### src/hw/rtl/dsm_serial_frame_decoder_top_assert.svh
// ----------------------------------------------------------------------------
// Assertion macros for the serial frame decoder
// Concurrent checks that use clk_i and rst_ni of the including module.
// ----------------------------------------------------------------------------
`ifndef DSM_SERIAL_FRAME_DECODER_TOP_ASSERT_SVH
`define DSM_SERIAL_FRAME_DECODER_TOP_ASSERT_SVH
`ifndef SYNTHESIS
`define DSM_ASSERT_NEVER(label, cond, msg) \
  label: assert property (@(posedge clk_i) disable iff (!rst_ni) !(cond)) else $error(msg);
`define DSM_ASSERT_IMPLY(label, pre, post, msg) \
  label: assert property (@(posedge clk_i) disable iff (!rst_ni) (pre) |-> (post)) \
    else $error(msg);
`else
`define DSM_ASSERT_NEVER(label, cond, msg)
`define DSM_ASSERT_IMPLY(label, pre, post, msg)
`endif
`endif

### src/hw/rtl/dsm_sfd_pkg.sv
// ----------------------------------------------------------------------------
// Serial frame decoder package
// Shared constants, register codes and transaction types of the decoder.
// ----------------------------------------------------------------------------
`timescale 1ns / 1ps
`default_nettype none

package dsm_sfd_pkg;

  localparam int unsigned FRAME_BYTES_DEF  = 16;
  localparam int unsigned MAX_CHANNELS_DEF = 12;
  localparam int unsigned CONTROL_BYTES    = 4;
  localparam int unsigned QUEUE_DEPTH      = 2;
  localparam int unsigned CFG_IDX_W        = 3;
  localparam int unsigned CFG_DATA_W       = 32;

  localparam logic [10:0] PULSE_BASE = 11'd988;
  localparam logic [10:0] PULSE_MAX  = 11'd2011;

  localparam logic        HIRES_RESET      = 1'b1;
  localparam logic [3:0]  CH_COUNT_RESET   = 4'd12;
  localparam logic [3:0]  SKIP_CH_RESET    = 4'd0;
  localparam logic [15:0] GAP_TIMEOUT_RESET = 16'd5000;
  localparam logic [31:0] VTX_MASK_RESET   = 32'hE000_F000;
  localparam logic [31:0] VTX_PATTERN_RESET = 32'hE000_E000;

  typedef enum logic [CFG_IDX_W-1:0] {
    CFG_HIRES_MODE    = 3'd0,
    CFG_CHANNEL_COUNT = 3'd1,
    CFG_SKIP_CHANNEL  = 3'd2,
    CFG_GAP_TIMEOUT   = 3'd3,
    CFG_VTX_MASK      = 3'd4,
    CFG_VTX_PATTERN   = 3'd5
  } cfg_reg_e;

  typedef enum logic {
    CMD_BYTE = 1'b0,
    CMD_READ = 1'b1
  } cmd_e;

  typedef enum logic {
    KIND_FRAME = 1'b0,
    KIND_READ  = 1'b1
  } kind_e;

  typedef enum logic [2:0] {
    BK_IDLE,
    BK_HI,
    BK_LO,
    BK_WORD,
    BK_DONE
  } back_state_e;

  typedef struct packed {
    logic        hires_mode;
    logic [3:0]  channel_count;
    logic [3:0]  skip_channel;
    logic [15:0] gap_timeout_us;
    logic [31:0] vtx_mask;
    logic [31:0] vtx_pattern;
  } cfg_t;

  typedef struct packed {
    logic        command;
    logic [7:0]  rx_byte;
    logic [15:0] gap_us;
    logic [3:0]  read_channel;
  } in_item_t;

  typedef struct packed {
    logic        result_kind;
    logic [10:0] pulse_us;
    logic        control_frame;
    logic [31:0] control_word;
    logic        phase_bit;
  } out_item_t;

  // One queued operation: either a channel read or a completed frame.
  typedef struct packed {
    kind_e       kind;
    logic [3:0]  read_channel;
    logic        control_frame;
    logic [31:0] control_word;
    logic        phase_bit;
  } op_t;

endpackage

`default_nettype wire

### src/hw/rtl/dsm_sfd_stream_if.sv
// ----------------------------------------------------------------------------
// Stream channel interface
// Valid/ready channel carrying one payload per transaction.
// ----------------------------------------------------------------------------
`timescale 1ns / 1ps
`default_nettype none

interface dsm_sfd_stream_if #(
  parameter type payload_t = logic
);
  logic     valid;
  logic     ready;
  payload_t payload;

  modport source (output valid, output payload, input ready);
  modport sink (input valid, input payload, output ready);
endinterface

`default_nettype wire

### src/hw/rtl/dsm_sfd_ram.sv
// ----------------------------------------------------------------------------
// Generic RAM
// One write port and one read port with registered read data.
// ----------------------------------------------------------------------------
`timescale 1ns / 1ps
`default_nettype none

module dsm_sfd_ram #(
  parameter int unsigned WIDTH = 8,
  parameter int unsigned DEPTH = 16
) (
  input  wire logic                                        clk_i,
  input  wire logic                                        we_i,
  input  wire logic [((DEPTH > 1) ? $clog2(DEPTH) : 1)-1:0] waddr_i,
  input  wire logic [WIDTH-1:0]                            wdata_i,
  input  wire logic [((DEPTH > 1) ? $clog2(DEPTH) : 1)-1:0] raddr_i,
  output logic      [WIDTH-1:0]                            rdata_o
);
  logic [WIDTH-1:0] mem_q [DEPTH];

  always_ff @(posedge clk_i) begin
    if (we_i) begin
      mem_q[waddr_i] <= wdata_i;
    end
    rdata_o <= mem_q[raddr_i];
  end
endmodule

`default_nettype wire

### src/hw/rtl/dsm_sfd_queue.sv
// ----------------------------------------------------------------------------
// Operation queue
// Short FIFO between the byte front end and the decode back end.
// ----------------------------------------------------------------------------
`timescale 1ns / 1ps
`default_nettype none

module dsm_sfd_queue (
  input  wire logic             clk_i,
  input  wire logic             rst_ni,
  input  wire logic             push_i,
  input  wire dsm_sfd_pkg::op_t data_i,
  output logic                  full_o,
  input  wire logic             pop_i,
  output dsm_sfd_pkg::op_t      head_o,
  output logic                  empty_o
);
  localparam int unsigned DEPTH = dsm_sfd_pkg::QUEUE_DEPTH;
  localparam int unsigned PTR_W = (DEPTH > 1) ? $clog2(DEPTH) : 1;
  localparam int unsigned CNT_W = $clog2(DEPTH + 1);
  localparam logic [PTR_W-1:0] LAST = PTR_W'(DEPTH - 1);

  dsm_sfd_pkg::op_t  slot_q [DEPTH];
  logic [PTR_W-1:0]  wr_ptr_q, wr_ptr_d;
  logic [PTR_W-1:0]  rd_ptr_q, rd_ptr_d;
  logic [CNT_W-1:0]  count_q, count_d;

  assign full_o  = (count_q == CNT_W'(DEPTH));
  assign empty_o = (count_q == '0);
  assign head_o  = slot_q[rd_ptr_q];

  always_comb begin
    wr_ptr_d = wr_ptr_q;
    rd_ptr_d = rd_ptr_q;
    count_d  = count_q;
    if (push_i) begin
      wr_ptr_d = (wr_ptr_q == LAST) ? '0 : wr_ptr_q + PTR_W'(1);
    end
    if (pop_i) begin
      rd_ptr_d = (rd_ptr_q == LAST) ? '0 : rd_ptr_q + PTR_W'(1);
    end
    if (push_i && !pop_i) begin
      count_d = count_q + CNT_W'(1);
    end else if (pop_i && !push_i) begin
      count_d = count_q - CNT_W'(1);
    end
  end

  always_ff @(posedge clk_i or negedge rst_ni) begin
    if (!rst_ni) begin
      wr_ptr_q <= '0;
      rd_ptr_q <= '0;
      count_q  <= '0;
    end else begin
      wr_ptr_q <= wr_ptr_d;
      rd_ptr_q <= rd_ptr_d;
      count_q  <= count_d;
    end
  end

  always_ff @(posedge clk_i) begin
    if (push_i) begin
      slot_q[wr_ptr_q] <= data_i;
    end
  end
endmodule

`default_nettype wire

### src/hw/rtl/dsm_sfd_front.sv
// ----------------------------------------------------------------------------
// Byte front end
// Accepts transactions, assembles frame bytes and queues reads and frames.
// ----------------------------------------------------------------------------
`timescale 1ns / 1ps
`default_nettype none

module dsm_sfd_front #(
  parameter int unsigned FRAME_BYTES = dsm_sfd_pkg::FRAME_BYTES_DEF
) (
  input  wire logic                             clk_i,
  input  wire logic                             rst_ni,
  input  wire dsm_sfd_pkg::cfg_t                cfg_i,
  dsm_sfd_stream_if.sink                        in_i,
  input  wire logic                             q_full_i,
  output logic                                  q_push_o,
  output dsm_sfd_pkg::op_t                      q_data_o,
  input  wire logic                             frame_done_i,
  output logic                                  ram_we_o,
  output logic [$clog2(FRAME_BYTES)-1:0]        ram_waddr_o,
  output logic [7:0]                            ram_wdata_o
);
  localparam int unsigned FB_IDX_W = $clog2(FRAME_BYTES);
  localparam int unsigned FB_POS_W = $clog2(FRAME_BYTES + 1);
  localparam logic [FB_POS_W-1:0] POS_FULL  = FB_POS_W'(FRAME_BYTES);
  localparam logic [FB_POS_W-1:0] POS_PHASE = FB_POS_W'(2);

  logic [FB_POS_W-1:0] pos_q, pos_d;
  logic                busy_q, busy_d;
  logic                phase_q, phase_d;
  logic [31:0]         word_q, word_d;

  dsm_sfd_pkg::in_item_t item;
  logic                  is_read;
  logic                  accept;
  logic [FB_POS_W-1:0]   pos_eff;
  logic [FB_POS_W-1:0]   pos_next;
  logic                  room;
  logic [31:0]           word_new;

  assign item    = in_i.payload;
  assign is_read = (item.command == dsm_sfd_pkg::CMD_READ);
  // Reads keep flowing while a frame decodes; bytes wait so the buffer holds still.
  assign in_i.ready = !q_full_i && (is_read || !busy_q);
  assign accept     = in_i.valid && in_i.ready;

  assign pos_eff  = (item.gap_us > cfg_i.gap_timeout_us) ? '0 : pos_q;
  assign room     = (pos_eff < POS_FULL);
  assign pos_next = pos_eff + FB_POS_W'(1);
  assign word_new = {word_q[23:0], item.rx_byte};

  assign ram_waddr_o = pos_eff[FB_IDX_W-1:0];
  assign ram_wdata_o = item.rx_byte;

  always_comb begin
    pos_d    = pos_q;
    busy_d   = busy_q;
    phase_d  = phase_q;
    word_d   = word_q;
    ram_we_o = 1'b0;
    q_push_o = 1'b0;

    q_data_o              = '0;
    q_data_o.read_channel = item.read_channel;
    q_data_o.control_word = word_new;
    q_data_o.phase_bit    = phase_q;
    q_data_o.control_frame =
      ((word_new & cfg_i.vtx_mask) == cfg_i.vtx_pattern) && !phase_q;

    if (is_read) begin
      q_data_o.kind = dsm_sfd_pkg::KIND_READ;
    end else begin
      q_data_o.kind = dsm_sfd_pkg::KIND_FRAME;
    end

    if (frame_done_i) begin
      busy_d = 1'b0;
    end

    if (accept) begin
      if (is_read) begin
        q_push_o = 1'b1;
      end else begin
        pos_d = pos_eff;
        if (room) begin
          ram_we_o = 1'b1;
          pos_d    = pos_next;
          word_d   = word_new;
          if (pos_eff == POS_PHASE) begin
            phase_d = item.rx_byte[7];
          end
          if (pos_next == POS_FULL) begin
            q_push_o = 1'b1;
            busy_d   = 1'b1;
          end
        end
      end
    end
  end

  always_ff @(posedge clk_i or negedge rst_ni) begin
    if (!rst_ni) begin
      pos_q  <= '0;
      busy_q <= 1'b0;
    end else begin
      pos_q  <= pos_d;
      busy_q <= busy_d;
    end
  end

  always_ff @(posedge clk_i) begin
    phase_q <= phase_d;
    word_q  <= word_d;
  end
endmodule

`default_nettype wire

### src/hw/rtl/dsm_sfd_back.sv
// ----------------------------------------------------------------------------
// Decode back end
// Decodes frames into the channel table, answers reads, holds the result.
// ----------------------------------------------------------------------------
`timescale 1ns / 1ps
`default_nettype none

module dsm_sfd_back #(
  parameter int unsigned FRAME_BYTES  = dsm_sfd_pkg::FRAME_BYTES_DEF,
  parameter int unsigned MAX_CHANNELS = dsm_sfd_pkg::MAX_CHANNELS_DEF
) (
  input  wire logic                       clk_i,
  input  wire logic                       rst_ni,
  input  wire dsm_sfd_pkg::cfg_t          cfg_i,
  input  wire logic                       q_empty_i,
  input  wire dsm_sfd_pkg::op_t           q_head_i,
  output logic                            q_pop_o,
  output logic [$clog2(FRAME_BYTES)-1:0]  ram_raddr_o,
  input  wire logic [7:0]                 ram_rdata_i,
  output logic                            frame_done_o,
  dsm_sfd_stream_if.source                out_o
);
  localparam int unsigned FB_IDX_W = $clog2(FRAME_BYTES);
  localparam int unsigned FB_POS_W = $clog2(FRAME_BYTES + 1);
  localparam int unsigned WIDX_W   = FB_POS_W - 1;
  localparam int unsigned CH_IDX_W = (MAX_CHANNELS > 1) ? $clog2(MAX_CHANNELS) : 1;
  localparam logic [FB_POS_W-1:0] LEN_FULL = FB_POS_W'(FRAME_BYTES);
  localparam logic [FB_POS_W-1:0] LEN_CTRL =
    FB_POS_W'(FRAME_BYTES - dsm_sfd_pkg::CONTROL_BYTES);
  localparam logic [4:0] MAX_CH = 5'(MAX_CHANNELS);

  dsm_sfd_pkg::back_state_e state_q, state_d;
  dsm_sfd_pkg::op_t         cur_q, cur_d;
  logic [WIDX_W-1:0]        widx_q, widx_d;
  logic [7:0]               hi_q, hi_d;
  logic [10:0]              chan_q [MAX_CHANNELS];
  logic                     out_valid_q, out_valid_d;
  dsm_sfd_pkg::out_item_t   out_q, out_d;

  logic                out_free;
  logic [FB_POS_W-1:0] lo_pos;
  logic [FB_POS_W-1:0] hi_pos;
  logic [FB_POS_W-1:0] data_len;
  logic                more_words;
  logic [3:0]          dec_ch;
  logic [10:0]         dec_val;
  logic                dec_keep;
  logic                chan_we;
  logic [3:0]          rd_ch;
  logic                rd_in_range;
  logic [10:0]         rd_val;
  logic [11:0]         rd_sum;
  logic [10:0]         rd_pulse;

  assign out_free = !out_valid_q || out_o.ready;

  // Channel word w sits at bytes 2w (high) and 2w+1 (low).
  assign lo_pos     = {widx_q, 1'b1};
  assign hi_pos     = lo_pos - FB_POS_W'(1);
  assign data_len   = cur_q.control_frame ? LEN_CTRL : LEN_FULL;
  assign more_words = (lo_pos < data_len);

  assign dec_ch  = cfg_i.hires_mode ? hi_q[6:3] : hi_q[5:2];
  assign dec_val = cfg_i.hires_mode ? {hi_q[2:0], ram_rdata_i}
                                    : {1'b0, hi_q[1:0], ram_rdata_i};
  assign dec_keep = (dec_ch < cfg_i.channel_count) && ({1'b0, dec_ch} < MAX_CH) &&
                    !((cfg_i.skip_channel != 4'd0) && (dec_ch == cfg_i.skip_channel));

  assign rd_ch       = q_head_i.read_channel;
  assign rd_in_range = (rd_ch < cfg_i.channel_count) && ({1'b0, rd_ch} < MAX_CH);

  always_comb begin
    rd_val = '0;
    for (int i = 0; i < MAX_CHANNELS; i++) begin
      if (rd_ch[CH_IDX_W-1:0] == CH_IDX_W'(i)) begin
        rd_val = chan_q[i];
      end
    end
  end

  // A value stored in 11-bit mode can overflow when read in 10-bit mode.
  assign rd_sum = {1'b0, dsm_sfd_pkg::PULSE_BASE} +
                  (cfg_i.hires_mode ? {2'b00, rd_val[10:1]} : {1'b0, rd_val});
  assign rd_pulse = !rd_in_range ? '0 :
                    (rd_sum > {1'b0, dsm_sfd_pkg::PULSE_MAX}) ? dsm_sfd_pkg::PULSE_MAX
                                                              : rd_sum[10:0];

  always_comb begin
    state_d      = state_q;
    cur_d        = cur_q;
    widx_d       = widx_q;
    hi_d         = hi_q;
    out_valid_d  = out_valid_q;
    out_d        = out_q;
    q_pop_o      = 1'b0;
    frame_done_o = 1'b0;
    chan_we      = 1'b0;
    ram_raddr_o  = hi_pos[FB_IDX_W-1:0];

    if (out_o.ready) begin
      out_valid_d = 1'b0;
    end

    unique case (state_q)
      dsm_sfd_pkg::BK_IDLE: begin
        if (!q_empty_i) begin
          if (q_head_i.kind == dsm_sfd_pkg::KIND_READ) begin
            if (out_free) begin
              q_pop_o             = 1'b1;
              out_valid_d         = 1'b1;
              out_d               = '0;
              out_d.result_kind   = dsm_sfd_pkg::KIND_READ;
              out_d.pulse_us      = rd_pulse;
            end
          end else begin
            q_pop_o = 1'b1;
            cur_d   = q_head_i;
            widx_d  = WIDX_W'(1);
            state_d = dsm_sfd_pkg::BK_HI;
          end
        end
      end
      dsm_sfd_pkg::BK_HI: begin
        if (more_words) begin
          state_d = dsm_sfd_pkg::BK_LO;
        end else begin
          state_d = dsm_sfd_pkg::BK_DONE;
        end
      end
      dsm_sfd_pkg::BK_LO: begin
        ram_raddr_o = lo_pos[FB_IDX_W-1:0];
        hi_d        = ram_rdata_i;
        state_d     = dsm_sfd_pkg::BK_WORD;
      end
      dsm_sfd_pkg::BK_WORD: begin
        chan_we = dec_keep;
        widx_d  = widx_q + WIDX_W'(1);
        state_d = dsm_sfd_pkg::BK_HI;
      end
      dsm_sfd_pkg::BK_DONE: begin
        if (out_free) begin
          out_valid_d         = 1'b1;
          out_d.result_kind   = dsm_sfd_pkg::KIND_FRAME;
          out_d.pulse_us      = '0;
          out_d.control_frame = cur_q.control_frame;
          out_d.control_word  = cur_q.control_word;
          out_d.phase_bit     = cur_q.phase_bit;
          frame_done_o        = 1'b1;
          state_d             = dsm_sfd_pkg::BK_IDLE;
        end
      end
      default: begin
        state_d = dsm_sfd_pkg::BK_IDLE;
      end
    endcase
  end

  always_ff @(posedge clk_i or negedge rst_ni) begin
    if (!rst_ni) begin
      state_q     <= dsm_sfd_pkg::BK_IDLE;
      out_valid_q <= 1'b0;
    end else begin
      state_q     <= state_d;
      out_valid_q <= out_valid_d;
    end
  end

  always_ff @(posedge clk_i or negedge rst_ni) begin
    if (!rst_ni) begin
      for (int i = 0; i < MAX_CHANNELS; i++) begin
        chan_q[i] <= '0;
      end
    end else begin
      for (int i = 0; i < MAX_CHANNELS; i++) begin
        if (chan_we && (dec_ch[CH_IDX_W-1:0] == CH_IDX_W'(i))) begin
          chan_q[i] <= dec_val;
        end
      end
    end
  end

  always_ff @(posedge clk_i) begin
    cur_q  <= cur_d;
    widx_q <= widx_d;
    hi_q   <= hi_d;
    out_q  <= out_d;
  end

  assign out_o.valid   = out_valid_q;
  assign out_o.payload = out_q;
endmodule

`default_nettype wire

### src/hw/rtl/dsm_serial_frame_decoder_top.sv
// ----------------------------------------------------------------------------
// Serial frame decoder, top level
// Builds radio receiver frames from a byte stream and serves channel reads.
//
// in_i carries one command per transaction: a received byte with the gap
// since the previous byte, or a read of one channel. out_o carries one
// result per transaction: a completion report when a frame's last byte
// arrives, or the pulse width answering a read. Bytes that do not complete
// a frame give no result. Registers are written through cfg_we_i,
// cfg_index_i and cfg_data_i, one per cycle; the user must write them only
// while the block is idle, which the block does not enforce. A read answer
// is registered in the queue, then in the result register. A completed
// frame is decoded through the single read port of the frame buffer, each
// channel word in states BK_HI, BK_LO and BK_WORD, then the report is
// registered in BK_DONE. While a frame decodes, new bytes wait; reads are
// still taken into the two-entry queue. Reset clears the channel table,
// the byte position and the result valid flag, and loads the register
// defaults. When the receiver stalls, the result register holds and the
// queue fills, then in_i.ready drops.
// ----------------------------------------------------------------------------
`timescale 1ns / 1ps
`default_nettype none

`include "dsm_serial_frame_decoder_top_assert.svh"

module dsm_serial_frame_decoder_top #(
  parameter int unsigned FRAME_BYTES  = dsm_sfd_pkg::FRAME_BYTES_DEF,
  parameter int unsigned MAX_CHANNELS = dsm_sfd_pkg::MAX_CHANNELS_DEF
) (
  input  wire logic                               clk_i,
  input  wire logic                               rst_ni,
  input  wire logic                               cfg_we_i,
  input  wire logic [dsm_sfd_pkg::CFG_IDX_W-1:0]  cfg_index_i,
  input  wire logic [dsm_sfd_pkg::CFG_DATA_W-1:0] cfg_data_i,
  dsm_sfd_stream_if.sink                          in_i,
  dsm_sfd_stream_if.source                        out_o
);
  localparam int unsigned FB_IDX_W = $clog2(FRAME_BYTES);

  dsm_sfd_pkg::cfg_t cfg_q;

  logic              q_push;
  logic              q_full;
  logic              q_pop;
  logic              q_empty;
  dsm_sfd_pkg::op_t  q_wdata;
  dsm_sfd_pkg::op_t  q_head;
  logic              frame_done;
  logic              ram_we;
  logic [FB_IDX_W-1:0] ram_waddr;
  logic [7:0]        ram_wdata;
  logic [FB_IDX_W-1:0] ram_raddr;
  logic [7:0]        ram_rdata;

  always_ff @(posedge clk_i or negedge rst_ni) begin
    if (!rst_ni) begin
      cfg_q.hires_mode     <= dsm_sfd_pkg::HIRES_RESET;
      cfg_q.channel_count  <= dsm_sfd_pkg::CH_COUNT_RESET;
      cfg_q.skip_channel   <= dsm_sfd_pkg::SKIP_CH_RESET;
      cfg_q.gap_timeout_us <= dsm_sfd_pkg::GAP_TIMEOUT_RESET;
      cfg_q.vtx_mask       <= dsm_sfd_pkg::VTX_MASK_RESET;
      cfg_q.vtx_pattern    <= dsm_sfd_pkg::VTX_PATTERN_RESET;
    end else if (cfg_we_i) begin
      unique case (dsm_sfd_pkg::cfg_reg_e'(cfg_index_i))
        dsm_sfd_pkg::CFG_HIRES_MODE:    cfg_q.hires_mode     <= cfg_data_i[0];
        dsm_sfd_pkg::CFG_CHANNEL_COUNT: cfg_q.channel_count  <= cfg_data_i[3:0];
        dsm_sfd_pkg::CFG_SKIP_CHANNEL:  cfg_q.skip_channel   <= cfg_data_i[3:0];
        dsm_sfd_pkg::CFG_GAP_TIMEOUT:   cfg_q.gap_timeout_us <= cfg_data_i[15:0];
        dsm_sfd_pkg::CFG_VTX_MASK:      cfg_q.vtx_mask       <= cfg_data_i[31:0];
        dsm_sfd_pkg::CFG_VTX_PATTERN:   cfg_q.vtx_pattern    <= cfg_data_i[31:0];
        default: begin
        end
      endcase
    end
  end

  dsm_sfd_front #(
    .FRAME_BYTES (FRAME_BYTES)
  ) u_front (
    .clk_i        (clk_i),
    .rst_ni       (rst_ni),
    .cfg_i        (cfg_q),
    .in_i         (in_i),
    .q_full_i     (q_full),
    .q_push_o     (q_push),
    .q_data_o     (q_wdata),
    .frame_done_i (frame_done),
    .ram_we_o     (ram_we),
    .ram_waddr_o  (ram_waddr),
    .ram_wdata_o  (ram_wdata)
  );

  dsm_sfd_ram #(
    .WIDTH (8),
    .DEPTH (FRAME_BYTES)
  ) u_frame_ram (
    .clk_i   (clk_i),
    .we_i    (ram_we),
    .waddr_i (ram_waddr),
    .wdata_i (ram_wdata),
    .raddr_i (ram_raddr),
    .rdata_o (ram_rdata)
  );

  dsm_sfd_queue u_queue (
    .clk_i   (clk_i),
    .rst_ni  (rst_ni),
    .push_i  (q_push),
    .data_i  (q_wdata),
    .full_o  (q_full),
    .pop_i   (q_pop),
    .head_o  (q_head),
    .empty_o (q_empty)
  );

  dsm_sfd_back #(
    .FRAME_BYTES  (FRAME_BYTES),
    .MAX_CHANNELS (MAX_CHANNELS)
  ) u_back (
    .clk_i        (clk_i),
    .rst_ni       (rst_ni),
    .cfg_i        (cfg_q),
    .q_empty_i    (q_empty),
    .q_head_i     (q_head),
    .q_pop_o      (q_pop),
    .ram_raddr_o  (ram_raddr),
    .ram_rdata_i  (ram_rdata),
    .frame_done_o (frame_done),
    .out_o        (out_o)
  );

  `DSM_ASSERT_NEVER(a_queue_no_overflow, q_push && q_full, "queue push while full")
  `DSM_ASSERT_NEVER(a_queue_no_underflow, q_pop && q_empty, "queue pop while empty")
  `DSM_ASSERT_IMPLY(a_read_pulse_range, out_o.valid && (out_o.payload.result_kind == dsm_sfd_pkg::KIND_READ), out_o.payload.pulse_us <= dsm_sfd_pkg::PULSE_MAX, "read answer above pulse limit")
endmodule

`default_nettype wire
### src/flat_wrapper.sv
// flat-port wrapper written by rule: the top's interface ports become plain ports
module dsm_serial_frame_decoder_top_flat 
#(
  parameter int unsigned FRAME_BYTES  = dsm_sfd_pkg::FRAME_BYTES_DEF,
  parameter int unsigned MAX_CHANNELS = dsm_sfd_pkg::MAX_CHANNELS_DEF
)
  (clk_i, rst_ni, cfg_we_i, cfg_index_i, cfg_data_i, in_i_valid, in_i_payload, in_i_ready, out_o_valid, out_o_payload, out_o_ready);
  dsm_sfd_stream_if in_i_i ();
  dsm_sfd_stream_if out_o_i ();
  input  wire logic clk_i;
  input  wire logic rst_ni;
  input  wire logic cfg_we_i;
  input  wire logic [dsm_sfd_pkg::CFG_IDX_W-1:0] cfg_index_i;
  input  wire logic [dsm_sfd_pkg::CFG_DATA_W-1:0] cfg_data_i;
  input wire logic [$bits(in_i_i.valid)-1:0] in_i_valid;
  input wire logic [$bits(in_i_i.payload)-1:0] in_i_payload;
  output wire logic [$bits(in_i_i.ready)-1:0] in_i_ready;
  output wire logic [$bits(out_o_i.valid)-1:0] out_o_valid;
  output wire logic [$bits(out_o_i.payload)-1:0] out_o_payload;
  input wire logic [$bits(out_o_i.ready)-1:0] out_o_ready;
  assign in_i_i.valid = in_i_valid;
  assign in_i_i.payload = in_i_payload;
  assign in_i_ready = in_i_i.ready;
  assign out_o_valid = out_o_i.valid;
  assign out_o_payload = out_o_i.payload;
  assign out_o_i.ready = out_o_ready;
  dsm_serial_frame_decoder_top #(.FRAME_BYTES(FRAME_BYTES), .MAX_CHANNELS(MAX_CHANNELS)) u_core (.clk_i(clk_i), .rst_ni(rst_ni), .cfg_we_i(cfg_we_i), .cfg_index_i(cfg_index_i), .cfg_data_i(cfg_data_i), .in_i(in_i_i), .out_o(out_o_i));
endmodule
### config.mk
export PLATFORM = sky130hd
export DESIGN_NAME = dsm_serial_frame_decoder_top_flat
export DESIGN_NICKNAME = d
export VERILOG_FILES = /design/src/hw/rtl/dsm_sfd_pkg.sv /design/src/hw/rtl/dsm_sfd_stream_if.sv /design/src/hw/rtl/dsm_sfd_ram.sv /design/src/hw/rtl/dsm_sfd_queue.sv /design/src/hw/rtl/dsm_sfd_front.sv /design/src/hw/rtl/dsm_sfd_back.sv /design/src/hw/rtl/dsm_serial_frame_decoder_top.sv /design/src/flat_wrapper.sv
export VERILOG_INCLUDE_DIRS = /design/src /design/src/hw/rtl
export SDC_FILE = /design/constraint.sdc
export NUM_CORES = 1
export LEC_CHECK = 0
export BUFFER_PORTS_ARGS = -buffer_cell sky130_fd_sc_hd__buf_2
export CAP_MARGIN = 25
export CELL_PAD_IN_SITES_DETAIL_PLACEMENT = 1
export CELL_PAD_IN_SITES_GLOBAL_PLACEMENT = 2
export CORE_ASPECT_RATIO = 1.1
export CORE_MARGIN = 3
export CORE_UTILIZATION = 33
export CTS_BUF_LIST = sky130_fd_sc_hd__clkbuf_8
export CTS_CLUSTER_SIZE = 10
export DETAILED_ROUTE_END_ITERATION = 7
export GPL_ROUTABILITY_DRIVEN = 0
export PLACE_DENSITY_LB_ADDON = 0.1
export REMOVE_ABC_BUFFERS = 1
export SLEW_MARGIN = 5
export SYNTH_ARGS = -nofsm -noshare
export SYNTH_HDL_FRONTEND = slang
export SYNTH_SLANG_ARGS = --single-unit
### constraint.sdc
create_clock -name clk_i -period 2.53 [get_ports clk_i]
set_clock_uncertainty 0.2 [all_clocks]
set_input_delay 0.253 -clock clk_i [delete_from_list [all_inputs] [get_ports clk_i]]
set_output_delay 0.253 -clock clk_i [all_outputs]
set_load 0.05 [all_outputs]
### Word level (Yosys, flattened, before mapping)

Memories as Yosys holds them, arrays and structs flattened. A register that Yosys moved wholly into a read port is not among the register bits.
Index checks and enable logic that the tools add are counted.

* flip-flop bits (word level): 68
* RAM bits: 4
* input port bits: 41
* output and inout bits: 3
* word-level logic and storage cells: 98
* memories: 1

* add/subtract/negate cells: 6
* $lt $le $gt $ge: 3
* equal/unequal tests: 13
* muxes and demuxes: 39
* bitwise logic cells: 2
* reduce and logical (&&, ||, !) cells: 22

Memory list
* u_core.u_queue.slot_q: depth 2, width 2, rd ports 1, clocked after Yosys merged registers in 1, wr ports 1, RTL line dsm_sfd_queue.sv:23 `dsm_sfd_pkg::op_t slot_q [DEPTH];`

Operators by type and width (count)
* 32-bit zero test: 1
* 1-bit two-way mux: 24
* 1-bit by 16-bit greater-than comparator with 1-bit output, first input constant: 1
* 5-bit two-way mux: 3
* 3-bit one-hot mux with 5 select lines: 1
* 3-bit two-way mux: 4
* 3-bit by 2-bit equality test with 1-bit output, second input constant: 3
* 3-bit AND reduction: 3
* 4-bit two-way mux: 2
* 2-bit != test, second input constant: 4
* 4-bit one-hot mux with 2 select lines: 1
* 3-bit equality test, second input constant: 2
* 2-bit nonzero test: 3
* 5-bit by 1-bit adder with 5-bit output, second input constant: 1
* 5-bit equality test, second input constant: 1
* 1-bit zero test: 5
* 5-bit < comparator: 1
* 5-bit < comparator, second input constant: 1
* 5-bit AND reduction: 1
* 4-bit by 1-bit adder with 4-bit output, second input constant: 1
* 1-bit logical AND: 4
* 2-bit two-way mux: 2
* 1-bit one-hot mux with 2 select lines: 2
* 2-bit AND reduction: 2
* other kinds (11): 12

### Depth between registers and ports, before layout

* word-level depth: 11
* gate-level depth with buffers: 10
* mapped depth without buffers: 10

### Hierarchy

A second synthesis with hierarchy kept.

* cells, all modules: 705
* area total of the unflattened synthesis: 12929.9 um2

By module, submodules not included
* dsm_sfd_ram: instances 1, cells each 229, area each 5147.4 um2, sequential area each 4003.8 um2
* dsm_serial_frame_decoder_top: instances 1, cells each 192, area each 3382.0 um2, sequential area each 2253.4 um2
* dsm_sfd_queue: instances 1, cells each 137, area each 3012.9 um2, sequential area each 2442.3 um2
* dsm_sfd_front: instances 1, cells each 91, area each 777.0 um2, sequential area each 150.1 um2
* dsm_sfd_back: instances 1, cells each 56, area each 610.6 um2, sequential area each 310.3 um2

### Least setup slack after synthesis

No wires, ideal clock.

* path type: reg2reg
* start point: register u_core.u_front.pos_q[0]
* end point: register u_core.u_queue.count_q[1]
* library setup time: 0.079 ns
* arrival: 1.811 ns
* required time: 2.251 ns
* setup slack: 0.439 ns
* stages on the path, launching flop included: 10
* path buffers: 0
* clock period less this slack: 2.091 ns
* cells stage by stage: dfrtp_1 > ha_1 > nand3_1 > ha_1 > and3_1 > nand3_2 > inv_1 > ha_1 > nor2_1 > xor2_1

* word-level cells in the longest chain between the ends: 9
* elaborated cells on any way between the ends: 12
* those cells by class: add/sub: 1; order compare: 1; eq/ne: 1; mux: 5; reduce/logical: 4

Ends and longest elaborated chain
* from (decl): RTL line dsm_sfd_front.sv:28 `logic [FB_POS_W-1:0] pos_q, pos_d;`
* from (signal assigned): RTL line dsm_sfd_front.sv:106 `pos_q <= pos_d;`
* 5-bit two-way mux *: RTL line dsm_sfd_front.sv:47 `assign pos_eff = (item.gap_us > cfg_i.gap_timeout_us) ? '0 : pos_q;`
* 5-bit by 1-bit adder with 5-bit output: RTL line dsm_sfd_front.sv:49 `assign pos_next = pos_eff + FB_POS_W'(1);`
* 5-bit equality test: RTL line dsm_sfd_front.sv:92 `if (pos_next == POS_FULL) begin`
* 1-bit two-way mux: RTL line dsm_sfd_front.sv:92
* 1-bit two-way mux *: RTL line dsm_sfd_front.sv:85 `if (room) begin`
* 1-bit two-way mux *: RTL line dsm_sfd_front.sv:80 `if (accept) begin`
* net u_core.q_push: RTL line dsm_serial_frame_decoder_top.sv:42 `logic q_push;`
* 1-bit zero test: RTL line dsm_sfd_queue.sv:44 `end else if (pop_i && !push_i) begin`
* 1-bit logical AND: RTL line dsm_sfd_queue.sv:44
* 2-bit nonzero test (no line)
* to (signal assigned): RTL line dsm_sfd_queue.sv:57 `count_q <= count_d;`
* to (decl): RTL line dsm_sfd_queue.sv:26 `logic [CNT_W-1:0] count_q, count_d;`

Mark *: on every way through the listed nets, which the timed path passes. The rest lies on a longest branch.
A chain may end at the register's enable or synchronous reset.

### Final worst setup path

Same ends and word-level chain as after synthesis.

==> impl_metrics.py <==
metrics = {
    "status": {
        "status": "finished clean",
    },
    "power": {
        "p_leak_uw": 0.00137,
        "p_per_area_nw_per_um2": 853,
        "p_switching_uw": 860,
        "p_clk_frac": 0.184,
        "switching_share": 0.332,
        "irDropWorstVdd_mv": 0.314,
        "seqPwrFrac": 0.522,
        "internal_power_uw": 1730,
        "p_comb_frac": 0.293,
    },
    "logic_synthesis": {
        "syn_inst": 171,
        "syn-cell-area_um2": 2310,
        "synth_most_common_cell": "dfrtp_1",
        "yosys.area.top_type": "dfrtp_1",
        "synth_top_area_frac": 0.434,
        "yosysWarnings": 0,
        "yosysSeqAreaShare": 0.593,
        "async_flop_share": 0.868,
        "ys_ff_latch": 53,
        "yosys-top-cells-count": "dfrtp_1, mux2_2, nor2_1",
        "synth_edf_count": 7,
        "synthTopCellsByArea": "dfrtp_1, mux2_2, edfxtp_1, dfstp_2, ha_1",
        "avgSynthCellArea_um2": 13.5,
        "yosysUniqueCellTypes": 32,
        "synthFlopType": "dfrtp_1",
    },
    "route": {
        "drc": 0,
        "route.antenna.remaining_nets": 0,
        "via_count": 1588,
        "via_per_inst": 4.75,
        "wirelength_um": 4730,
        "drt_first_pass_iters": 3,
        "wl_per_cell_um": 14.1,
        "drt_iter0_drc": 30,
    },
    "cts": {
        "clock_latency_ns": 0.31,
        "cts_tree": "built",
        "ctsHoldBuffers": 34,
        "cts_setup_buffers": 0,
        "clock-sinks": 53,
        "path_clk_slew_ns": 0.10,
        "cts_buffers": 5,
        "cts_buffer_depth": 2,
        "ctsResizeCount": 0,
        "htree_levels": 2,
        "clockRootBuffer": "clkbuf_8",
    },
    "layout": {
        "drive_above_1_share": 0.377,
        "fin_nets": 299,
        "utilization": 0.455,
        "fin_cells": 334,
        "area_growth_pct": 31.6,
        "n_antenna_cell": 0,
    },
    "setup_path": {
        "crit_path_cell_trace": "ha_1 -> nand3_1 -> ha_1 -> and3_1 -> nand3_2 -> inv_1 -> ha_1 -> xor2_1 -> nor2_1 -> xor2_1",
        "crit_end": "u_core.u_queue.count_q[1]",
        "slowest_delay_ns": 0.44,
        "path_common_cell": "ha_1",
        "slowest_stage": "dfrtp_1",
        "crit_type": "flip-flop to flip-flop",
        "cp-startpoint": "u_core.u_front.pos_q[0]",
        "r2r-start": "u_core.u_front.pos_q[0]",
        "reg2reg_to": "u_core.u_queue.count_q[1]",
        "cp.required_ns": 2.53,
        "ff2ff_path_depth": 10,
        "timing.reg2reg.setup_slack_ns": 0.25,
        "crit_arrival_ns": 2.28,
        "critical_path_buf_inv_count": 1,
        "cp_max_fo": 5,
        "endpoint_kind": "flip-flop",
        "path_delay_family": "adder cells",
        "start_kind": "flip-flop",
        "cp.depth": 10,
    },
    "global_routing": {
        "grt_start_max_net_pins": 33,
        "grt_pass1_vias": 1795,
        "grt_usage": 0.129,
        "gr-total-overflow": 0,
        "grt_pass1_wl_um": 8190,
        "antenna_found_initial": 0,
    },
    "placed_design": {
        "place.detailed.hpwl_um": 3330,
        "place_inst": 292,
        "io_buffers": 41,
    },
    "die": {
        "dieArea_um2": 8040,
        "row_count": 31,
        "die_h_um": 93.7,
        "boundaryPins": 44,
        "core-area_um2": 6670,
        "initial_core_util": 0.346,
        "die_x_um": 85.7,
    },
    "timing": {
        "final.setup.tns_ns": 0,
        "fmax_mhz": 439,
        "fin_crit_ns": 2.28,
        "grt_setup_unrepaired": "false",
        "setup-violations-final": 0,
        "period_share": 0.901,
        "hold_viol": 0,
        "final_max_slew_viol_count": 0,
    },
    "job": {
        "maxCapViolations": 0,
    },
    "worst_hold_path": {
        "min_path_type": "primary input to flip-flop",
    },
}
-- metrics by stage --
stage	setup slack, ns	instance area (µm²)	total power [µW]	hold slack, ns
after floorplan	0.367	2280	1880	-0.243
after global placement	0.348	2610	2030	-0.0320
after detailed placement	0.256	2610	2100	-0.0190
after CTS	0.230	3040	2640	0.0505
after global routing	0.0547	3040	2780	0.0776
final	0.251	3040	2590	0.0589
-- worst min path at each step --
stage	from	end	slack [ns]	depth (start not counted)
after floorplan	rst_ni	asynchronous set/reset pin	-0.24	0
after global placement	rst_ni	asynchronous set/reset pin	-0.03	1
after detailed placement	rst_ni	u_core.u_front.pos_q[4]	-0.02	1
after CTS	out_o_ready	u_core.u_back.state_q[2]	0.05	4
after global routing	out_o_ready	u_core.u_back.out_o.valid	0.08	3
final	out_o_ready	u_core.u_back.out_o.valid	0.06	3
-- final cells by class --
cell class | instances | area, µm²
clock buffer | 5 | 68.8
multi-input combinational | 107 | 890
fill | 712 | 3630
tap | 82 | 103
clock inverter | 3 | 17.5
inverter | 6 | 22.5
timing repair buffer | 78 | 568
sequential | 53 | 1370
-- layer usage --
layer  GRT usage  share of wire  vias to the layer above
met1       0.140           0.40                      792
met2       0.242           0.54                       34
li1            -              -                      757
met3      0.0360          0.047                        5
met5           0              0                        -
met4      0.0396          0.012                        0
-- worst register-to-register path, cell delays in order, from the launching register on --
cell and delay (ns):
dfrtp_1 0.44, ha_1 0.23, nand3_1 0.10, ha_1 0.28, and3_1 0.15, nand3_2 0.13, inv_1 0.10, ha_1 0.16
xor2_1 0.17, nor2_1 0.07, xor2_1 0.14
-- sequential cells by signal, indices dropped and copies added, names as in the netlist, named ones only --
| name | cells |
|---|---|
| u_core.cfg_q | 32 |
| u_core.u_back.cur_q | 1 |
| u_core.u_back.out_o.valid | 1 |
| u_core.u_back.state_q | 3 |
| u_core.u_back.widx_q | 4 |
| u_core.u_front.busy_q | 1 |
| u_core.u_front.pos_q | 2 |
| u_core.u_queue.count_q | 2 |
| u_core.u_queue.rd_ptr_q | 1 |
| u_core.u_queue.slot_q | 2 |
| u_core.u_queue.wr_ptr_q | 1 |
-- cell families after synthesis --
kind of cell / Yosys count / share of synthesized area
DFF: 53 / 0.593
xor gates and xnor gates: 12 / 0.0455
adders and majority gates: 7 / 0.0379
muxes: 34 / 0.166
and+or+nand+nor: 45 / 0.112
AOI/OAI and AO/OA: 8 / 0.0222
other: 1 / 0.00162
buffers and inverters: 11 / 0.0217
-- power by group through the flow --
stage	Sequential (µW)	Clock, µW	Combinational, µW
5_1_grt	1390	531	857
4_1_cts	1360	501	777
3_5_place_dp	1370	0	731
3_3_place_gp	1350	0	683
2_1_floorplan	1330	0	548
6_report	1350	478	760
-- placed cells by master (no fill, tap or decap), types with 4 or more instances in the layout --
master and instances:
nand2_1 6, clkbuf_8 5, xor2_1 5, nor4_1 8
edfxtp_1 7, dfstp_2 6, xnor2_1 7, mux2_2 34
ha_1 7, nand3_1 4, inv_1 7, dlygate4sd3_1 34
dfrtp_1 40, buf_2 41, nor2_1 12
(Power assumes the default switching activity.)
